### src/rtl/fpfl_pkg.sv
`timescale 1ns / 1ps
`default_nettype none
// Package for the fixed pool free-list allocator: word types, codes, FSM states.
// No dependencies; every other rtl file imports it.
package fpfl_pkg;

   localparam int MAX_BLOCKS_DEFAULT = 256;

   localparam int ADDR_W       = 32;
   localparam int BLOCK_W      = 16;
   localparam int LAST_OFF_W   = 24;
   localparam int FRESH_W      = 25;
   localparam int OVF_W        = 16;
   localparam int STATUS_W     = 3;
   localparam int CSR_INDEX_W  = 2;
   localparam int CSR_DATA_W   = 32;

   // register indexes
   localparam logic [CSR_INDEX_W-1:0] REG_POOL_BASE   = 2'd0;
   localparam logic [CSR_INDEX_W-1:0] REG_BLOCK_BYTES = 2'd1;
   localparam logic [CSR_INDEX_W-1:0] REG_LAST_OFFSET = 2'd2;

   // reset values of the registers
   localparam logic [ADDR_W-1:0]     POOL_BASE_RESET   = '0;
   localparam logic [BLOCK_W-1:0]    BLOCK_BYTES_RESET = 16'd16;
   localparam logic [LAST_OFF_W-1:0] LAST_OFFSET_RESET = '0;

   // commands
   localparam logic CMD_ALLOC = 1'b0;
   localparam logic CMD_FREE  = 1'b1;

   // result status codes
   localparam logic [STATUS_W-1:0] ST_POOL_GRANT   = 3'd0;
   localparam logic [STATUS_W-1:0] ST_OVF_GRANT    = 3'd1;
   localparam logic [STATUS_W-1:0] ST_FREED        = 3'd2;
   localparam logic [STATUS_W-1:0] ST_OVF_RELEASED = 3'd3;
   localparam logic [STATUS_W-1:0] ST_FOREIGN      = 3'd4;
   localparam logic [STATUS_W-1:0] ST_STACK_FULL   = 3'd5;

   localparam logic [OVF_W-1:0] OVF_MAX = '1;

   typedef struct packed {
      logic              command;
      logic [ADDR_W-1:0] free_address;
   } req_word_type;

   typedef struct packed {
      logic [ADDR_W-1:0]   grant_address;
      logic [STATUS_W-1:0] status;
      logic [OVF_W-1:0]    overflow_outstanding;
   } rsp_word_type;

   typedef enum logic [1:0] {
      ST_IDLE,
      ST_EXEC,
      ST_POP
   } state_type;

   // controller -> datapath
   typedef struct packed {
      logic capture;    // take the request word
      logic commit;     // non-pop step: update state, load result
      logic pop_issue;  // pop: read stack top, drop depth
      logic pop_load;   // pop: load read data into result
   } dp_cmd_type;

   // datapath -> controller
   typedef struct packed {
      logic pop_sel;    // held request is an allocate served from the stack
      logic out_free;   // result register can take a word this cycle
   } dp_status_type;

endpackage : fpfl_pkg
`default_nettype wire

### src/rtl/fpfl_ctrl.sv
`timescale 1ns / 1ps
`default_nettype none
// Controller FSM of the free-list allocator: sequences capture, commit and pop.
// Depends on fpfl_pkg.
module fpfl_ctrl (
   input  wire                    clock,
   input  wire                    reset,
   input  wire                    req_valid,
   output logic                   req_ready,
   input  fpfl_pkg::dp_status_type dp_status,
   output fpfl_pkg::dp_cmd_type    dp_cmd
);
   import fpfl_pkg::*;

   state_type state_ff;
   state_type state_in;

   always_ff @(posedge clock) begin
      if (reset) begin
         state_ff <= ST_IDLE;
      end else begin
         state_ff <= state_in;
      end
   end

   // next state
   always_comb begin
      state_in = state_ff;
      unique case (state_ff)
         ST_IDLE: begin
            if (req_valid) begin
               state_in = ST_EXEC;
            end
         end
         ST_EXEC: begin
            if (dp_status.pop_sel) begin
               state_in = ST_POP;
            end else if (dp_status.out_free) begin
               state_in = ST_IDLE;
            end
         end
         ST_POP: begin
            if (dp_status.out_free) begin
               state_in = ST_IDLE;
            end
         end
         default: state_in = ST_IDLE;
      endcase
   end

   // outputs
   always_comb begin
      req_ready        = 1'b0;
      dp_cmd           = '0;
      unique case (state_ff)
         ST_IDLE: begin
            req_ready      = 1'b1;
            dp_cmd.capture = req_valid;
         end
         ST_EXEC: begin
            dp_cmd.pop_issue = dp_status.pop_sel;
            dp_cmd.commit    = !dp_status.pop_sel && dp_status.out_free;
         end
         ST_POP: begin
            dp_cmd.pop_load = dp_status.out_free;
         end
         default: begin
            req_ready = 1'b0;
         end
      endcase
   end

endmodule : fpfl_ctrl
`default_nettype wire

### config.mk
export PLATFORM = sky130hd
export DESIGN_NAME = fpfl_ctrl
export DESIGN_NICKNAME = d
export VERILOG_FILES = /design/src/rtl/fpfl_pkg.sv /design/src/rtl/fpfl_ctrl.sv
export SDC_FILE = /design/constraint.sdc
export NUM_CORES = 1
export LEC_CHECK = 0
export BUFFER_PORTS_ARGS = -buffer_cell sky130_fd_sc_hd__buf_2
export CORE_AREA = 2 2 39 41
export DETAILED_ROUTE_END_ITERATION = 12
export DIE_AREA = 0 0 41 43
export GPL_TIMING_DRIVEN = 1
export PLACE_DENSITY = 0.3
export SLEW_MARGIN = 15
export SYNTH_ARGS = -nofsm -noshare
export SYNTH_HDL_FRONTEND = slang
export SYNTH_SLANG_ARGS = --single-unit
### constraint.sdc
create_clock -name clock -period 1.05 [get_ports clock]
set_clock_uncertainty 0.05 [all_clocks]
set_input_delay 0.315 -clock clock [delete_from_list [all_inputs] [get_ports clock]]
set_output_delay 0.315 -clock clock [all_outputs]
set_load 0.02 [all_outputs]
# Word-level counts from Yosys, hierarchy flattened

Cells that the tools add are included.

Bits in registers: 2
Output and inout port bits: 5
Logic and storage cells: 15
Input port bits: 5
Latch bits: 0
ROM bits: 0
Memories: 0
Bits in writable memories: 0

$add $sub $neg: 0
Bitwise logic cells: 0
Equality and inequality tests: 3
Shifts and indexed selects: 0
Div/mod/pow operators: 0
Multipliers: 0
Reductions and logical operators: 3
Mux-type cells: 8
Magnitude comparators: 0

Operators with widths:

| kind                                                 | count |
|---|---|
| 2-to-1 mux 2 bit                                     | 4 |
| one-hot mux 2 bit (3 select lines)                   | 1 |
| 2-to-1 mux 1 bit                                     | 3 |
| equality test 2 x 1 -> 1 bit (second input constant) | 1 |
| equality test 2 bit (second input constant)          | 1 |
| logical NOT 2 bit                                    | 1 |
| != test 2 bit (second input constant)                | 1 |
| logical AND 1 bit                                    | 1 |
| logical NOT 1 bit                                    | 1 |

# Depth between registers and ports, before layout

Word-level depth: 3
Mapped depth: 2
Gate-level depth less buffers: 2

# Worst setup path before layout

No wires, ideal clock.

Path kind: register to output
From: register state_ff[1]
To: output dp_cmd[2] in the netlist's numbering
Cell stages (with the launch flop): 2
Setup slack: -0.370 ns
Buffers on the path: 0
Data required time: 0.685 ns
Arrival: 1.055 ns
Path through: dfxtp_1 -> nor4bb_1

RTL lines:

| what                   | RTL line        | source |
|---|---|---|
| from (decl)            | fpfl_ctrl.sv:15 | `state_type state_ff;` |
| from (signal assigned) | fpfl_ctrl.sv:22 | `state_ff <= state_in;` |
| to (decl)              | fpfl_ctrl.sv:11 | `output fpfl_pkg::dp_cmd_type dp_cmd` |

==> impl_metrics.prom <==
# TYPE chip_impl_metric gauge
chip_impl_info{name="run_status",value="finished, violations left"} 1
chip_impl_info{name="violations",value="negative setup slack"} 1
chip_impl_metric{name="cap_violations",unit=""} 0
chip_impl_metric{name="reg2regPathDepth",unit=""} 2
chip_impl_metric{name="worstHoldPathCells",unit=""} 2
chip_impl_metric{name="final_hold_vio_count",unit=""} 0
chip_impl_metric{name="static-leakage-power",unit="nW"} 0.130
chip_impl_metric{name="antenna_violating_nets_post_route",unit=""} 0
chip_impl_metric{name="share_of_synthesized_flip_flops_with_an_asynchronous_set_or_reset",unit="%"} 0
chip_impl_info{name="largest-register",value="state_ff"} 1
chip_impl_metric{name="worst_skew_pair_later_pin_latency",unit="ns"} 0.22
chip_impl_info{name="reg.largest.list",value="state_ff x2"} 1
chip_impl_metric{name="synth_seq_area_share",unit="%"} 33.0
chip_impl_info{name="worstHoldPathType",value="input pin to flip-flop"} 1
chip_impl_metric{name="total_power",unit="mW"} 0.340
chip_impl_metric{name="drt_wl_total",unit="um"} 360
chip_impl_metric{name="num_vias",unit=""} 155
chip_impl_metric{name="syn_area",unit="sq um"} 121
chip_impl_info{name="regToRegEndpoint",value="state_ff[0]"} 1
chip_impl_metric{name="finalHoldWorstSlack",unit="ns"} 0.219
chip_impl_metric{name="vdd_ir_drop_max",unit="mV"} 0.418
chip_impl_metric{name="r2r_slack",unit="ns"} -0.02
chip_impl_info{name="path_class",value="flip-flop to output port"} 1
chip_impl_info{name="netlist_top_cells_area",value="dfxtp_1 33%, or3b_1 14%, a211oi_2 10%, nor4bb_1 8.2%, and3b_1 7.2%"} 1
chip_impl_metric{name="design.core.area",unit="sq mm"} 0.00138
chip_impl_metric{name="placed_area",unit="sq um"} 229
chip_impl_metric{name="die_height",unit="um"} 43
chip_impl_metric{name="finalWorstSetupSlack",unit="ns"} -0.322
chip_impl_metric{name="cts_max_level",unit=""} 1
chip_impl_metric{name="synth.distinct_cells",unit=""} 11
chip_impl_metric{name="area_delta_synth_final",unit="%"} 136
chip_impl_metric{name="place_congestion",unit=""} 0.603
chip_impl_info{name="clk_root_buffer_cell",value="clkbuf_4"} 1
chip_impl_metric{name="cp_max_fo",unit=""} 6
chip_impl_metric{name="grt_max_degree",unit=""} 8
chip_impl_metric{name="initialDrtViolationCount",unit=""} 2
chip_impl_metric{name="worst-endpoint-required",unit="ns"} 0.68
chip_impl_metric{name="worstPathArrival",unit="ns"} 1.01
chip_impl_metric{name="clk_path_buf_depth",unit=""} 2
chip_impl_metric{name="post-route-min-period",unit="ns"} 1.37
chip_impl_metric{name="cts.sink_count",unit=""} 2
chip_impl_metric{name="fp.dieArea",unit="sq mm"} 0.00176
chip_impl_info{name="r2r_start",value="state_ff[0]"} 1
chip_impl_info{name="cp-end-kind",value="output port"} 1
chip_impl_metric{name="number_of_warnings_printed_during_yosys_synthesis",unit=""} 0
chip_impl_metric{name="groute.usage.overall",unit="%"} 5.11
chip_impl_metric{name="clock_pin_slew_on_the_worst_setup_and_hold_paths",unit="ns"} 0.03
chip_impl_metric{name="initial_antenna_violation_count",unit=""} 0
chip_impl_metric{name="place.port_buffers",unit=""} 9
chip_impl_metric{name="tightestPinTransition",unit="ns"} 0.187
chip_impl_metric{name="postSynthRegisterBits",unit=""} 2
chip_impl_metric{name="total_overflow_reported_by_the_global_router",unit=""} 0
chip_impl_metric{name="headroom_to_the_max_slew_limit",unit="%"} 87.5
chip_impl_metric{name="preCtsSetupSlack",unit="ns"} -0.225
chip_impl_metric{name="timing.final.max_slew_violations",unit=""} 0
chip_impl_info{name="yosys_most_used_dff",value="dfxtp_1"} 1
chip_impl_info{name="critPathLaunchType",value="flip-flop"} 1
chip_impl_metric{name="clock.fmax",unit="MHz"} 729
chip_impl_metric{name="wl_per_cell",unit="um"} 8.37
chip_impl_metric{name="grt_pass1_wl",unit="um"} 552
chip_impl_metric{name="syn_area_per_cell",unit="sq um"} 9.34
chip_impl_info{name="synth_commonest_cells",value="2 x dfxtp_1, 2 x or3b_1"} 1
chip_impl_metric{name="synth_fp_nets",unit=""} 18
chip_impl_metric{name="design.portCount",unit=""} 10
chip_impl_metric{name="n_antenna_cell",unit=""} 0
chip_impl_metric{name="drt_pass1_iterations",unit=""} 2
chip_impl_info{name="cts_tree",value="yes"} 1
chip_impl_metric{name="synth_top_cell_area_share",unit="%"} 33.0
chip_impl_metric{name="synth_cells",unit=""} 13
chip_impl_metric{name="largest_register_ffs",unit=""} 2
chip_impl_metric{name="layout_worst_path_cycle_share",unit="%"} 131
chip_impl_metric{name="first_global_vias",unit=""} 144
chip_impl_info{name="worst_hold_path.endpoint",value="state_ff[0]"} 1
chip_impl_metric{name="drc_errors",unit=""} 0
chip_impl_metric{name="post-route-cell-area",unit="sq um"} 287
chip_impl_metric{name="start_util",unit="%"} 8.77
chip_impl_metric{name="cts_made_buffers",unit=""} 3
chip_impl_metric{name="layout-drive-gt1-share",unit="%"} 77.8
chip_impl_metric{name="viasPerCell",unit=""} 3.60
chip_impl_metric{name="power-per-cell-area",unit="mW/mm^2"} 1190
chip_impl_info{name="hold_start",value="reset"} 1
chip_impl_info{name="yosys.area.top_type",value="dfxtp_1"} 1
chip_impl_info{name="grt_setup_unrepaired",value="true"} 1
chip_impl_metric{name="floorplan.rows",unit=""} 14
chip_impl_metric{name="finalSetupViolCount",unit=""} 6
chip_impl_metric{name="die_w",unit="um"} 41
chip_impl_metric{name="nets",unit=""} 34
chip_impl_metric{name="number_of_synthesized_flops_with_an_enable_pin",unit=""} 0
==> worst max-delay path: stages, from the launching register on <==
cell and delay, ns:
dfxtp_4 0.36, nor4bb_4 0.25, buf_4 0.18
==> through the flow <==
stage                     cells  TNS, ns  util, %
after detailed placement     40   -0.533     16.5
after global routing         43    -1.52     20.7
after global placement       40   -0.497     16.5
after floorplan              13  -0.0681        -
after CTS                    43    -1.37     19.3
final                        43    -1.23     20.7
==> power by group <==
part           total, mW  internal (mW)  switching (mW)
clock              0.168          0.126          0.0422
combinational     0.0842         0.0496          0.0346
sequential        0.0877         0.0792         0.00852
==> worst max-delay path by stage <==
stage / startpoint / cells past startpoint / end / slack, ns
after floorplan: state_ff[1] / 1 / dp_cmd[2] / -0.05
after global placement: dp_status[1] / 3 / dp_cmd[2] / -0.21
after detailed placement: dp_status[1] / 3 / dp_cmd[2] / -0.23
after CTS: state_ff[1] / 2 / dp_cmd[2] / -0.34
after global routing: state_ff[1] / 2 / dp_cmd[2] / -0.38
final: state_ff[1] / 2 / dp_cmd[2] / -0.32
==> area by class of cell <==
cell class              count  area (sq um)
multi-input cells          10           105
repair buffers             11          87.6
inverters                   1          3.75
flip-flops and latches      2          47.5
fillers                   159          1100
well taps                  16          20.0
clock buffers               3          22.5
==> placed cells by master (no fill, tap or decap), types with 2 or more instances in the layout <==
cell	count
buf_2	4
buf_6	4
buf_4	3
dfxtp_4	2
clkbuf_4	3
==> layer usage <==
metal	vias to the layer above	track usage [%]	share of wire, %
met5	-	0	0
met4	0	6.00	0
met3	0	3.14	13
met2	10	5.31	38
met1	69	6.05	49
li1	76	-	-
==> kinds of logic after synthesis <==
logic type	share of synthesized area, %
flip-flops	33.0
AND/OR/NAND/NOR	49.5
AO/OA/AOI/OAI	14.4
buffers and inverters	3.09
==> what timing repair did <==
action | CTS | global route
hold buffers | 0 | 0
resized for setup | 6 | 6
gates cloned | 0 | 0
endpoints found under the setup margin | 6 | 7
pin swaps | 1 | 0
setup buffers | 0 | 0
Note: power is estimated with default switching activity, not from simulation.
